==> src/design/zpg_pkg.sv <==
// Shared constants, register codes and widths for the zone plate generator.
package zpg_pkg;

    localparam int MAX_DIM_DEFAULT   = 4096;
    localparam int OUT_FRAC_DEFAULT  = 14;

    localparam int DIM_W    = 13;
    localparam int COORD_W  = 12;
    localparam int SAMPLE_W = 16;
    localparam int R2_W     = 25;
    localparam int MOD_W    = 14;
    localparam int FOLD_W   = 12;
    localparam int NUM_W    = 45;
    localparam int ANGLE_W  = 32;
    localparam int SQ_W     = 33;
    localparam int Y_W      = 32;
    localparam int TERMS    = 6;

    localparam logic [32:0] PI_Q31  = 33'd6746518852;
    localparam logic [32:0] ONE_Q31 = 33'h0_8000_0000;

    typedef enum logic [0:0] {
        REG_IMAGE_WIDTH  = 1'b0,
        REG_IMAGE_HEIGHT = 1'b1
    } reg_index_t;

    // Taylor denominators, innermost term first.
    function automatic int series_denom(input int idx);
        int d;
        d = 12;
        case (idx)
            0: d = 182;
            1: d = 132;
            2: d = 90;
            3: d = 56;
            4: d = 30;
            default: d = 12;
        endcase
        return d;
    endfunction

endpackage

==> src/design/zpg_series_cell.sv <==
// One series term: y' = ONE - ((x*y) >> 31) / D, over three stages.
module zpg_series_cell
    import zpg_pkg::*;
#(
    parameter int D = 12
) (
    input  logic            clk,
    input  logic            rst_n,
    input  logic            en,
    input  logic            valid_in,
    input  logic [SQ_W-1:0] x_in,
    input  logic [Y_W-1:0]  y_in,
    input  logic            neg_in,
    output logic            valid_out,
    output logic [SQ_W-1:0] x_out,
    output logic [Y_W-1:0]  y_out,
    output logic            neg_out
);

    localparam int K = 33;
    localparam logic [30:0] RECIP = 31'((64'd1 << K) / D);

    logic [2:0]      valid_reg;
    logic [SQ_W-1:0] xa_reg, xb_reg, xc_reg;
    logic [2:0]      neg_reg;
    logic [32:0]     va_reg, vb_reg;
    logic [30:0]     est_reg;
    logic [Y_W-1:0]  y_reg;

    logic [64:0]     prod_a;
    logic [63:0]     prod_b;
    logic [30:0]     est_next;
    logic [33:0]     chk;
    logic [30:0]     quot;
    logic [Y_W-1:0]  y_next;

    always_comb
    begin
        prod_a   = x_in * y_in;
        prod_b   = va_reg * RECIP;
        est_next = prod_b[K+30:K];
        // The reciprocal estimate is low by at most one.
        chk      = {1'b0, vb_reg} - 34'(est_reg * 34'(D));
        quot     = (chk >= 34'(D)) ? est_reg + 31'd1 : est_reg;
        y_next   = Y_W'(ONE_Q31 - 33'(quot));
    end

    always_ff @(posedge clk or negedge rst_n)
    begin
        if (!rst_n)
        begin
            valid_reg <= '0;
        end
        else if (en)
        begin
            valid_reg <= {valid_reg[1:0], valid_in};
        end
    end

    always_ff @(posedge clk)
    begin
        if (en)
        begin
            va_reg  <= prod_a[63:31];
            xa_reg  <= x_in;
            vb_reg  <= va_reg;
            xb_reg  <= xa_reg;
            est_reg <= est_next;
            xc_reg  <= xb_reg;
            y_reg   <= y_next;
            neg_reg <= {neg_reg[1:0], neg_in};
        end
    end

    assign valid_out = valid_reg[2];
    assign x_out     = xc_reg;
    assign y_out     = y_reg;
    assign neg_out   = neg_reg[2];

endmodule

==> config.mk <==
export PLATFORM = sky130hd
export DESIGN_NAME = zpg_series_cell
export DESIGN_NICKNAME = d
export VERILOG_FILES = /design/src/design/zpg_pkg.sv /design/src/design/zpg_series_cell.sv
export SDC_FILE = /design/constraint.sdc
export NUM_CORES = 2
export LEC_CHECK = 0
export ABC_AREA = 1
export BUFFER_PORTS_ARGS = -buffer_cell sky130_fd_sc_hd__buf_2
export CAP_MARGIN = 30
export CORE_ASPECT_RATIO = 1.25
export CORE_UTILIZATION = 30
export CTS_BUF_LIST = sky130_fd_sc_hd__clkbuf_4 sky130_fd_sc_hd__clkbuf_8
export CTS_CLUSTER_SIZE = 8
export DETAILED_ROUTE_END_ITERATION = 10
export GPL_ROUTABILITY_DRIVEN = 0
export PLACE_DENSITY = 0.42
export SLEW_MARGIN = 5
export SYNTH_ARGS = -nofsm -noshare
export SYNTH_HDL_FRONTEND = slang
export SYNTH_SLANG_ARGS = --single-unit
==> constraint.sdc <==
create_clock -name clk -period 10.03 [get_ports clk]
set_clock_uncertainty 0.05 [all_clocks]
set_input_delay 0.5015 -clock clk [delete_from_list [all_inputs] [get_ports clk]]
set_output_delay 0.5015 -clock clk [all_outputs]
set_load 0.005 [all_outputs]
### After elaboration in Yosys (flattened, before gate mapping)

Index checks and enable logic that the tools add are counted.

* flip-flop bits (word level): 233
* latch bits: 0
* bits in writable memories: 0
* memory bits (read-only): 0
* input bits: 70
* output and inout bits: 67
* word-level logic and storage cells: 17
* memories kept: 0

* add/sub/neg operators: 3
* $mul: 3
* divide/modulo/power cells: 0
* order comparisons: 1
* equal/unequal tests: 0
* shift-type cells: 0
* multiplexer cells: 1
* bitwise gates (word level): 0
* reductions and logical operators: 0

Operators with widths (count)
* multiplier 33 x 32 -> 64 bit: 1
* multiplier 33 x 29 -> 62 bit, second input constant: 1
* greater-or-equal comparator 34 x 4 -> 1 bit, second input constant: 1
* subtractor 33 x 34 -> 34 bit: 1
* multiplier 30 x 2 -> 32 bit, second input constant: 1
* subtractor 32 x 31 -> 32 bit, first input constant: 1
* adder 30 x 1 -> 31 bit, second input constant: 1
* 2-to-1 mux 31 bit: 1

### Logic depth before layout (Yosys ltp)

* depth in word-level cells: 5
* gate-level depth with buffers: 41

### Least setup slack after synthesis

Ideal clock, no wire load.

* path kind: input port to flip-flop
* start point: input y_in[6]
* end point: register va_reg[28] (data pin)
* library setup time: 260 ps
* arrival time: 6713 ps
* required time: 9720 ps
* setup slack: 3008 ps
* stages on the path: 32
* cells stage by stage: clkbuf_1 > clkbuf_1 > nand2_1 > inv_1 > fa_1 > fa_1 > fa_1 > inv_1 > fa_1 > inv_1 > fa_1 > inv_1 > fa_1 > inv_1 > fa_1 > inv_1 > fa_1 > inv_1 > ha_1 > a21oi_1 > inv_1 > a31oi_1 > nand2_1 > a21oi_1 > o21ai_0 > nand3_1 > o211ai_1 > nand3_1 > nand3_1 > nand3_1 > nand2_1 > xor2_1

* word-level cells in the longest chain between the ends: 1

Ends and longest elaborated chain
* start, declared: RTL line zpg_series_cell.sv:12 `input logic [Y_W-1:0] y_in,`
* multiplier 33 x 32 -> 64 bit: RTL line zpg_series_cell.sv:39 `prod_a = x_in * y_in;`
* via prod_a[59]: RTL line zpg_series_cell.sv:30 `logic [64:0] prod_a;`
* end signal, assigned: RTL line zpg_series_cell.sv:64 `va_reg <= prod_a[63:31];`
* end, declared: RTL line zpg_series_cell.sv:26 `logic [32:0] va_reg, vb_reg;`

The timed path passes the listed nets, and every way through them passes these cells.
A chain may end at the register's enable or synchronous reset.

### Worst setup path in the final report

* start point: register va_reg[16]
* end point: register est_reg[17] (data pin)

* word-level cells in the longest chain between the ends: 1

Ends and longest elaborated chain
* multiplier 33 x 29 -> 62 bit: RTL line zpg_series_cell.sv:40 `prod_b = va_reg * RECIP;`
* via est_next[17]: RTL line zpg_series_cell.sv:32 `logic [30:0] est_next;`
* end signal, assigned: RTL line zpg_series_cell.sv:68 `est_reg <= est_next;`
* end, declared: RTL line zpg_series_cell.sv:27 `logic [30:0] est_reg;`

The timed path passes the listed nets, and every way through them passes these cells.

==> results.py <==
metrics = {
    "synth": {
        "ys_seq_elements": 233,
        "syn-num-nets": 9520,
        "synth_cells": 7514,
        "ys_async_sr_fraction": 0.01288,
        "yosysUniqueCellTypes": 58,
        "yosysWarnings": 0,
        "ys_seq_area_frac": 0.1106,
        "syn_area_per_cell_um2": 8.402,
        "synth_edf_count": 230,
        "synth_flop_cell": "edfxtp_1",
        "syn_area_mm2": 0.06313,
    },
    "final_layout": {
        "layout_common_cells": "inv_1 (2250), nand2_1 (1714), fa_1 (1269), ha_1 (667), nor2_1 (262)",
        "final_common_cell": "inv_1",
        "fillCellCount": 22214,
        "utilization": 0.3256,
        "layout-drive-gt1-share": 0.04639,
        "area_growth_pct": 7.517,
        "fin_cells": 10309,
        "fin_nets": 9539,
    },
    "setup_path": {
        "crit_buf_inv": 4,
        "cp-startpoint": "va_reg[16]$_DFFE_PP_",
        "required_ps": 10470,
        "rr_endpoint": "est_reg[17]$_DFFE_PP_",
        "crit_path_start_kind": "flip-flop",
        "critical_path_depth": 23,
        "rr_worst_depth": 23,
        "r2r_start": "va_reg[16]$_DFFE_PP_",
        "critPathTopFamily": "adder cells",
        "cpMaxStageDelayCell": "fa_1",
        "path_class": "reg -> reg",
        "r2r_slack_ps": 2140,
        "end_kind": "flip-flop",
        "cp_max_fo": 7,
        "crit_top_cell": "fa_1",
        "worst_ep_arrival_time_ps": 8330,
        "max_stage_delay_ps": 720,
        "cp_cell_sequence": "ha_1 > inv_1 > fa_1 > inv_1 > fa_1 > inv_1 > fa_1 > fa_1 > fa_1 > inv_1 > fa_1 > fa_1 > ha_1 > nand2_1 > nor2_1 > nand2_1 > o221ai_1 > a21oi_1 > o21a_1 > o31ai_1 > nand3_1 > o211ai_1 > xor2_1",
    },
    "timing": {
        "hold_slack_ps": 108.6,
        "fin_crit_sh": 0.7862,
        "rsz0062_at_grt": "false",
        "tns_ps": 0,
        "hold_viol": 0,
        "finalSetupViolCount": 0,
        "max_slew.worst_pin.slew_ps": 1033,
        "fin_crit_ps": 7886,
        "fmax_mhz": 126.8,
        "drv_slew": 0,
        "slew_headroom": 0.3110,
    },
    "die": {
        "initial_utilization": 0.3028,
        "die_y_um": 514.9,
        "num_io_pins": 137,
        "rows": 187,
        "die_area_mm2": 0.2123,
        "core_area_mm2": 0.2085,
        "die_x_um": 412.3,
    },
    "status": {
        "status": "complete, no violations",
    },
    "cts": {
        "htree_levels": 2,
        "cts_buffer_depth": 3,
        "cts_hold_buf": 3,
        "post_cts_buffers": 0,
        "clkTransAtPathRegs_ps": 60,
        "clock-sinks": 233,
        "clkLatencyLatePin_ps": 750,
        "clockRootBuffer": "clkbuf_8",
        "numCtsBuffers": 47,
        "cts_tree": "done",
        "cts_resized": 0,
    },
    "route": {
        "viasPerCell": 4.599,
        "dr.pass1.iters": 8,
        "detail_route.wl_per_cell_um": 20.94,
        "num_vias": 47407,
        "drt-total-wl_um": 215800,
        "drt-initial-drc-count": 2304,
        "ant_nets": 0,
        "drc": 0,
    },
    "global_route": {
        "grt-ovfl-total": 0,
        "first_global_vias": 53176,
        "grt_first_pass_wirelength_um": 327300,
        "grt_max_degree": 67,
        "antenna_found_initial": 5,
        "track_usage": 0.2083,
    },
    "run": {
        "cap_viol_max_count": 0,
    },
    "worst_hold_path": {
        "hp-class": "in -> async",
    },
    "placement": {
        "detailed_place_hpwl_um": 180500,
        "dpl.cell_count": 10220,
        "port_buffers": 136,
    },
}
stage by stage:
step                area, um^2  worst slack [ps]
finish                   67880              2144
global placement         66810              1444
CTS                      67850              2098
floorplan                63130              3008
global route             67880              1671
detailed placement       66850              1496
per-layer routing:
metal | global-route usage | wire [um] | up-vias
li1 | - | - | 21994
met1 | 0.2392 | 84780 | 24025
met2 | 0.3908 | 113600 | 1040
met3 | 0.01630 | 6895 | 348
met4 | 0.08985 | 10520 | 0
met5 | 0 | 0 | -
cell type report:
class / count / area, um^2 / area share
inverters: 2261 / 8487 / 0.1250
well taps: 2740 / 3428 / 0.05051
diodes: 2 / 5.005 / 0.00007373
flip-flops and latches: 233 / 6982 / 0.1029
clock buffers: 55 / 706.9 / 0.01041
repair buffers: 204 / 1246 / 0.01836
clock inverters: 28 / 267.8 / 0.003945
multi-input cells: 4786 / 46750 / 0.6888
cell usage after synthesis, drive strengths merged, types with 3 or more instances:
library cell	count	share of area
a21boi	6	0.00071
a21o	8	0.00095
a21oi	222	0.018
a221oi	5	0.00069
a31oi	39	0.0039
and3	4	0.00040
buf	9	0.0010
clkbuf	225	0.013
clkinv	3	0.00018
dfrtp	3	0.0012
edfxtp	230	0.11
fa	1269	0.40
ha	667	0.13
inv	2258	0.13
nand2	1739	0.10
nand3	111	0.0092
nand3b	7	0.00083
nand4	67	0.0070
nor2	289	0.020
nor3	30	0.0025
nor3b	3	0.00036
nor4	17	0.0017
o211ai	11	0.0013
o21a	20	0.0024
o21ai	85	0.0068
o21bai	13	0.0016
o221ai	3	0.00042
o311ai	3	0.00042
o31ai	6	0.00071
xnor2	50	0.0069
xor2	101	0.014
worst max path at each step:
| stage | endpoint | slack [ps] |
|---|---|---|
| 4_1_cts | est_reg[26]$_DFFE_PP_ | 2100 |
| 6_report | est_reg[17]$_DFFE_PP_ | 2140 |
| 5_1_grt | y_out[26]$_DFFE_PP_ | 1670 |
| 3_5_place_dp | va_reg[28]$_DFFE_PP_ | 1500 |
| 2_1_floorplan | va_reg[28]$_DFFE_PP_ | 3010 |
| 3_3_place_gp | va_reg[28]$_DFFE_PP_ | 1440 |
cells by family (layout without fill, tap and decap cells):
kind of cell / count (synthesis) / after routing / synth area share
AO/OA/AOI/OAI: 428 / 428 / 0.03861
buffers and inverters: 2495 / 2548 / 0.1488
AND/OR/NAND/NOR: 2270 / 2270 / 0.1463
other: 0 / 2 / 0
XOR/XNOR: 151 / 151 / 0.02095
adder cells (fa/ha/maj): 1936 / 1936 / 0.5346
multiplexers: 1 / 1 / 0.0001784
flip-flops: 233 / 233 / 0.1106
Power is not shown: default switching activity piles up to over one toggle a cycle in this logic, so the estimate is an artifact.
