==> config.mk <==
export PLATFORM = sky130hd
export DESIGN_NAME = zpg_div_cell
export DESIGN_NICKNAME = d
export VERILOG_FILES = /design/src/design/zpg_div_cell.sv
export SDC_FILE = /design/constraint.sdc
export NUM_CORES = 1
export LEC_CHECK = 0
export BUFFER_PORTS_ARGS = -buffer_cell sky130_fd_sc_hd__buf_4
export CORE_UTILIZATION = 42
export CTS_BUF_LIST = sky130_fd_sc_hd__clkbuf_16
export DETAILED_ROUTE_END_ITERATION = 10
export GPL_TIMING_DRIVEN = 0
export PLACE_DENSITY = 0.75
export SYNTH_ARGS = -nofsm -noshare
export SYNTH_HDL_FRONTEND = slang
export SYNTH_SLANG_ARGS = --single-unit
==> constraint.sdc <==
create_clock -name clk -period 0.9 [get_ports clk]
set_clock_uncertainty 0.2 [all_clocks]
set_input_delay 0.18 -clock clk [delete_from_list [all_inputs] [get_ports clk]]
set_output_delay 0.18 -clock clk [all_outputs]
set_load 0.05 [all_outputs]
==> src/design/zpg_div_cell.sv <==
// One restoring division cell: takes one numerator bit per cycle while en is high.
module zpg_div_cell #(
    parameter int DW = 14,
    parameter int NW = 25,
    parameter int QW = 1,
    parameter int SW = 1
) (
    input  logic          clk,
    input  logic          rst_n,
    input  logic          en,
    input  logic [DW-1:0] divisor,
    input  logic          valid_in,
    input  logic [DW-1:0] rem_in,
    input  logic [NW-1:0] num_in,
    input  logic [QW-1:0] quo_in,
    input  logic [SW-1:0] side_in,
    output logic          valid_out,
    output logic [DW-1:0] rem_out,
    output logic [NW-1:0] num_out,
    output logic [QW-1:0] quo_out,
    output logic [SW-1:0] side_out
);

    logic [DW:0]   trial;
    logic          ge;
    logic [DW-1:0] rem_next;
    logic          valid_reg;
    logic [DW-1:0] rem_reg;
    logic [NW-1:0] num_reg;
    logic [QW-1:0] quo_reg;
    logic [SW-1:0] side_reg;

    always_comb
    begin
        trial    = {rem_in, num_in[NW-1]};
        ge       = (trial >= {1'b0, divisor});
        rem_next = ge ? DW'(trial - {1'b0, divisor}) : trial[DW-1:0];
    end

    always_ff @(posedge clk or negedge rst_n)
    begin
        if (!rst_n)
        begin
            valid_reg <= 1'b0;
        end
        else if (en)
        begin
            valid_reg <= valid_in;
        end
    end

    always_ff @(posedge clk)
    begin
        if (en)
        begin
            rem_reg  <= rem_next;
            num_reg  <= num_in << 1;
            quo_reg  <= (quo_in << 1) | QW'(ge);
            side_reg <= side_in;
        end
    end

    assign valid_out = valid_reg;
    assign rem_out   = rem_reg;
    assign num_out   = num_reg;
    assign quo_out   = quo_reg;
    assign side_out  = side_reg;

endmodule

## Word-level counts from Yosys, hierarchy flattened

Cells that the tools add are included.

| storage, ports and cells | value |
|---|---|
| register bits | 41 |
| input bits | 59 |

| cells by class | value |
|---|---|
| multiplexer cells | 1 |
| magnitude comparators | 1 |
| add/sub/neg operators | 1 |

Operators by type and width:

| operator | count |
|---|---|
| 15-bit by 14-bit >= comparator with 1-bit output | 1 |
| 14-bit 2-to-1 mux | 1 |
| 14-bit subtractor | 1 |

## Logic depth before layout (Yosys ltp)

Gate-level depths: netlist of the first run.

| depth | value |
|---|---|
| depth in word-level cells | 2 |
| gate-level depth with buffers | 10 |
| gate-level depth less buffers | 10 |

## Worst setup path after synthesis of the first run

Ideal clock, no wire load.

| timing | value |
|---|---|
| path type | input -> register |
| start point | in divisor[7] |
| end point | reg rem_reg[10] (netlist: rem_out[10]), data pin |
| required time | 0.440 ns |
| path buffers | 1 |
| setup slack | -1.431 ns |
| stages | 9 |
| arrival | 1.871 ns |
| path through | inv_1 > ha_1 > o21a_2 > nor2b_4 > o22a_1 > a41oi_2 > o21ai_2 > buf_6 > mux2_4 |

| between the ends | value |
|---|---|
| word-level cells in the longest chain between the ends | 2 |

Ends and longest elaborated chain:

| element | line | RTL |
|---|---|---|
| from (decl) | 11 | `input logic [DW-1:0] divisor,` |
| 15-bit by 14-bit >= comparator with 1-bit output | 36 | `ge = (trial >= {1'b0, divisor});` |
| via ge | 25 | `logic ge;` |
| 14-bit 2-to-1 mux | 37 | `rem_next = ge ? DW'(trial - {1'b0, divisor}) : trial[DW-1:0];` |
| via rem_next[10] | 26 | `logic [DW-1:0] rem_next;` |
| to (signal assigned) | 56 | `rem_reg <= rem_next;` |
| to (decl) | 28 | `logic [DW-1:0] rem_reg;` |

The timed path passes the listed nets, and every way through them passes these cells.
A chain may end at the register's enable or synchronous reset.

## Worst setup path in the final report of the first run

| timing | value |
|---|---|
| start point | in divisor[6] |
| end point | reg rem_reg[11] (netlist: rem_out[11]), data pin |

Same word-level chain as after synthesis.

==> flow_metrics.env, run 1 <==
export IMPL_synth_edff_count=40
export IMPL_worst_hold_path_type="input port to register"
export IMPL_ys_seq_area_frac=0.5469
export IMPL_crit_type="input port to register"
export IMPL_routed_via_density=5.055
export IMPL_violations="negative hold slack, negative setup slack"
export IMPL_ys_seq_elements=41
export IMPL_grt_pass1_vias=1777
export IMPL_die_width_um=75.07
export IMPL_numCtsBuffers=5
export IMPL_clockRootBuffer="clkbuf_16"
export IMPL_grtUsageMet1=0.2355
export IMPL_fillCellCount=340
export IMPL_status="finished, violations left"
export IMPL_worstPathRequired_ns=0.73
export IMPL_core_um2=5140
export IMPL_ant_nets=0
export IMPL_vias=1850
export IMPL_maxCapViolations=0
export IMPL_cts_hold_fix_buffers=1
export IMPL_p_leak_nw=1.718
export IMPL_firstDrtPassIters=4
export IMPL_irDropWorstVdd_v=0.001443
export IMPL_total_power_mw=7.129
export IMPL_dieArea_um2=5635
export IMPL_setup_worst_path_end_class="register"
export IMPL_syn_area_um2=2242
export IMPL_initial_core_util=0.4362
export IMPL_crit_fanout=4
export IMPL_cp_data_arrival_time_ns=1.97
export IMPL_start_kind="input port"
export IMPL_path_clk_slew_ns=0.06
export IMPL_instances_no_fill=366
export IMPL_finalCriticalPeriod_ns=2.140
export IMPL_drc=0
export IMPL_place_congestion=0.8031
export IMPL_timing_rr_start="valid_out"
export IMPL_synth_nets=242
export IMPL_setup_ws_ns=-1.240
export IMPL_postPlaceCellArea_um2=3267
export IMPL_tns_ns=-30.46
export IMPL_cts_tree="built"
export IMPL_yosysTopAreaCellShare=0.5357
export IMPL_synthArstFlopShare=0.02439
export IMPL_crit_start="divisor[6]"
export IMPL_area_delta_synth_final_pct=75.95
export IMPL_antenna_found_initial=0
export IMPL_mostFrequentLayoutCells="buf_4, buf_6, edfxtp_1"
export IMPL_power_density_nw_per_um2=1807
export IMPL_nets=370
export IMPL_synth_area_leaders="edfxtp_1, ha_1, mux2_4"
export IMPL_drt_first_iter_violations=60
export IMPL_h_tree_depth=2
export IMPL_final_common_cell="buf_4"
export IMPL_insertion_delay_ns=0.27
export IMPL_grt_use_met2=0.3844
export IMPL_grt_pass1_wl_um=8569
export IMPL_std_cell_rows=26
export IMPL_yosys_area_top_type="edfxtp_1"
export IMPL_portBuffers=98
export IMPL_whs_ns=-0.1204
export IMPL_insertedDiodeCount=0
export IMPL_final_cell_area_um2=3945
export IMPL_syn_area_per_cell_um2=13.43
export IMPL_fmax_mhz=467.3
export IMPL_finalCritPeriodShare=2.378
export IMPL_synth_cell_types=48
export IMPL_yosysWarnings=0
export IMPL_top_usage_layer="met2"
export IMPL_die_height_um=75.07
export IMPL_setup_viol=57
export IMPL_drive_gt1_frac=0.6284
export IMPL_dp_cells=335
export IMPL_grt_max_degree=42
export IMPL_globalRouteOverflowTotal=0
export IMPL_rsz0062_at_grt="true"
export IMPL_cts_sinks=41
export IMPL_grt_util_met3=0.05622
export IMPL_synth_cells=167
export IMPL_wl_per_cell_um=16.46
export IMPL_wl_um=6026
export IMPL_synth_main_ff_cell="edfxtp_1"
export IMPL_grt_use_total=0.2092
export IMPL_final_max_slew_viol_count=0
export IMPL_io_pins=101
export IMPL_hp_start="num_in[7]"
export IMPL_clockBufferDepth=2
export IMPL_dp_hpwl_um=3651
export IMPL_hold_viol_final=26
## area by class of cell
type | count | area (um^2) | area share
Buffer | 2 | 27.53 | 0.006977
Tap cell | 70 | 87.58 | 0.02220
Multi-Input combinational cell | 103 | 1175 | 0.2978
Clock inverter | 3 | 38.79 | 0.009832
Clock buffer | 5 | 125.1 | 0.03172
Sequential cell | 41 | 1227 | 0.3111
Inverter | 20 | 107.6 | 0.02728
Timing Repair Buffer | 122 | 1156 | 0.2931
## per-layer routing
layer	share of wire	up-vias
met5	0	-
met4	0.016	0
met3	0.085	8
met2	0.53	83
met1	0.37	878
li1	-	881
## synth_stat cells, types with 2 or more instances
cell type / number
o21ai_0: 2
nand2_1: 3
nor2b_1: 3
nand3_1: 2
mux2_4: 8
a21oi_1: 7
xor2_1: 2
and3_1: 2
nor2_1: 4
o22ai_1: 2
o21a_1: 5
ha_1: 15
or3_1: 2
inv_1: 20
nand4_1: 2
edfxtp_1: 40
nor3_1: 3
o2111ai_1: 2
mux2_2: 6
mux2i_1: 2
xnor2_1: 8
## worst max-delay path, cell delays in order
cell and delay [ns]:
buf_8 0.08, inv_8 0.03, ha_4 0.28, and4_4 0.22
and3_4 0.19, nand4_1 0.17, o21ai_4 0.26, buf_12 0.15
buf_8 0.12, mux2_4 0.29
## metrics by stage
stage	worst slack, ns	utilization
after global placement	-1.680	0.6356
after CTS	-1.222	0.7403
after floorplan	-1.325	-
final	-1.240	0.7675
after detailed placement	-1.670	0.6356
after global routing	-1.292	0.7675
## report_power, final
group	total (mW)	internal, mW	switching [mW]
clock	1.95	1.29	0.662
combinational	2.72	1.28	1.44
sequential	2.45	2.36	0.0970
## path summary, 6_finish.rpt
path / end / slack, ns / depth (start not counted)
min reg2reg: valid_out / 0.43 / 2
min in group asynchronous: valid_out / 0.02 / 2
min: num_out[8] / -0.12 / 1
max: rem_out[11] / -1.24 / 10
max reg2reg: valid_out / -0.21 / 2
max in group asynchronous: valid_out / 0.38 / 2
## cell families (layout without fill, tap and decap cells)
logic type,after synthesis,in the layout,share of synthesized area
AOI/OAI and AO/OA,35,35,0.1189
xor gates and xnor gates,10,10,0.03907
adders and majority gates,16,16,0.09263
buffers and inverters,23,152,0.04353
DFF,41,41,0.5469
muxes,16,16,0.09263
other,1,1,0.001673
and+or+nand+nor,25,25,0.06473
## flip-flops by register name, indices dropped and copies added, names as in the netlist
register   cells
quo_out        1
side_out       1
num_out       24
rem_out       14
valid_out      1
## timing repair
item                                   4_1_cts  5_1_grt
endpoints found under the hold margin       27       27
buffers inserted                            16        7
resized for setup                           68       14
setup endpoints to repair                   89       57
pin swaps                                   11        7
Power figures use the tool's default switching activity.
==> run 2, diff against run 1 <==
- MAX_ROUTING_LAYER: unset -> met4
==> run 2 against run 1 <==
- the flow still finishes with violations (negative hold slack, negative setup slack)
- clock power barely moved
- global-route usage rose by 0.67 points
- combinational power barely moved
- largest power group unchanged
- cell count did not move
- critical path type unchanged
- count of clock-buffer cells in the layout did not move
- highest routed layer unchanged
- wire length fell by 0.28%
- design area did not move
- maximum frequency barely moved
- sequential cell count did not move
- via count fell by 0.76%
==> flow_metrics.env, run 2 (synthesis results as in run 1) <==
export IMPL_finalCriticalPeriod_ns=2.142
export IMPL_antenna_found_initial=0
export IMPL_mostFrequentLayoutCells="buf_4, buf_6, edfxtp_1"
export IMPL_status="finished, violations left"
export IMPL_instances_no_fill=366
export IMPL_setup_viol=57
export IMPL_multi_input_area_um2=1175
export IMPL_worst_hold_path_type="input port to register"
export IMPL_hold_viol_final=26
export IMPL_dp_cells=335
export IMPL_h_tree_depth=2
export IMPL_postPlaceCellArea_um2=3267
export IMPL_dp_slack_ns=-1.670
export IMPL_routed_via_density=5.016
export IMPL_total_power_mw=7.125
export IMPL_fillCellCount=340
export IMPL_r2r_slack_ns=-0.21
export IMPL_drc=0
export IMPL_worstRegToRegCells=2
export IMPL_area_delta_synth_final_pct=75.95
export IMPL_nets=370
export IMPL_timing_rr_start="valid_out"
export IMPL_initial_core_util=0.4362
export IMPL_start_kind="input port"
export IMPL_grt_pass1_vias=1780
export IMPL_insertedDiodeCount=0
export IMPL_violations="negative hold slack, negative setup slack"
export IMPL_dp_hpwl_um=3651
export IMPL_place_congestion=0.8147
export IMPL_r2r_end="valid_out"
export IMPL_firstDrtPassIters=4
export IMPL_final_max_slew_viol_count=0
export IMPL_std_cell_rows=26
export IMPL_p_leak_nw=1.718
export IMPL_drt_first_iter_violations=55
export IMPL_crit_type="input port to register"
export IMPL_whs_endpoint="num_out[8]"
export IMPL_crit_top_cell="buf_8"
export IMPL_wl_um=6009
export IMPL_clockRootBuffer="clkbuf_16"
export IMPL_rsz0062_at_grt="true"
export IMPL_setup_worst_path_end_class="register"
export IMPL_power_density_nw_per_um2=1806
export IMPL_maxCapViolations=0
export IMPL_cts_hold_fix_buffers=1
export IMPL_fmax_mhz=466.9
export IMPL_drive_gt1_frac=0.6284
export IMPL_dieArea_um2=5635
export IMPL_critical_path_top_delay_family="simple AND/OR/NAND/NOR gates"
export IMPL_die_width_um=75.07
export IMPL_core_um2=5140
export IMPL_numCtsBuffers=5
export IMPL_vias=1836
export IMPL_clockBufferDepth=2
export IMPL_wl_per_cell_um=16.42
export IMPL_final_common_cell="buf_4"
export IMPL_path_clk_slew_ns=0.06
export IMPL_grt_max_degree=42
export IMPL_crit_chain="buf_8, inv_8, ha_4, and4_4, and3_4, nand4_1, o21ai_4, buf_12, buf_8, mux2_4"
export IMPL_grt_use_total=0.2159
export IMPL_cp_data_arrival_time_ns=1.97
export IMPL_portBuffers=98
export IMPL_worstPathRequired_ns=0.73
export IMPL_largest_reg_flops=24
export IMPL_crit_fanout=4
export IMPL_worst_path_buf_inv=4
export IMPL_irDropWorstVdd_v=0.001443
export IMPL_setup_ws_ns=-1.242
export IMPL_die_height_um=75.07
export IMPL_io_pins=101
export IMPL_finalCritPeriodShare=2.380
export IMPL_ant_nets=0
export IMPL_register_area_um2=1227
export IMPL_globalRouteOverflowTotal=0
export IMPL_final_cell_area_um2=3945
export IMPL_grt_pass1_wl_um=8583
export IMPL_cts_sinks=41
export IMPL_slowest_stage="mux2_4"
export IMPL_hp_start="num_in[7]"
export IMPL_min_path_cells=1
export IMPL_insertion_delay_ns=0.27
export IMPL_slowest_delay_ns=0.29
export IMPL_cts_tree="built"
export IMPL_whs_ns=-0.1202
[run 2: cell counts in the layout (fill, tap and decap cells not counted)]
No cell type changed its count.
[run 2: final cells by class]
class                      count  area share
clock buffer                   5     0.03172
clock inverter                 3    0.009832
timing repair buffer         122      0.2931
tap                           70     0.02220
buffer                         2    0.006977
multi-input combinational    103      0.2978
inverter                      20     0.02728
sequential                    41      0.3111
[run 2: how the worst max path moves through the flow]
stage | slack (ns) | end | depth (start not counted) | start
6_report | -1.24 | rem_out[11] | 10 | divisor[6]
5_1_grt | -1.29 | rem_out[11] | 10 | divisor[6]
4_1_cts | -1.22 | rem_out[10] | 11 | num_in[24]
3_5_place_dp | -1.67 | rem_out[12] | 11 | num_in[24]
3_3_place_gp | -1.68 | rem_out[12] | 11 | num_in[24]
2_1_floorplan | -1.33 | rem_out[10] | 10 | num_in[24]
[run 2: what timing repair did]
item / 4_1_cts / 5_1_grt
buffers inserted: 16 / 7
pin swaps: 11 / 7
endpoints found under the hold margin: 27 / 27
setup endpoints to repair: 89 / 57
resized for setup: 68 / 14
[run 2: metal layers]
| layer | global-route usage | wire length [um] |
|---|---|---|
| met5 | - | 0 |
| met2 | 0.3844 | 3175 |
| met4 | 0.06499 | 96 |
| met3 | 0.05622 | 540 |
| met1 | 0.2355 | 2196 |
[run 2: where the power goes]
group	internal (mW)	total, mW	switching (mW)
clock network	1.29	1.95	0.659
registers	2.36	2.45	0.0969
logic	1.28	2.72	1.44
[run 2: metrics by stage]
step,hold WS (ns),TNS [ns],util
after detailed placement,-0.2423,-35.64,0.6356
after global placement,-0.2429,-35.09,0.6356
after global routing,-0.1314,-32.44,0.7675
final,-0.1202,-30.46,0.7675
after CTS,-0.1240,-29.38,0.7403
after floorplan,-0.3156,-21.88,-
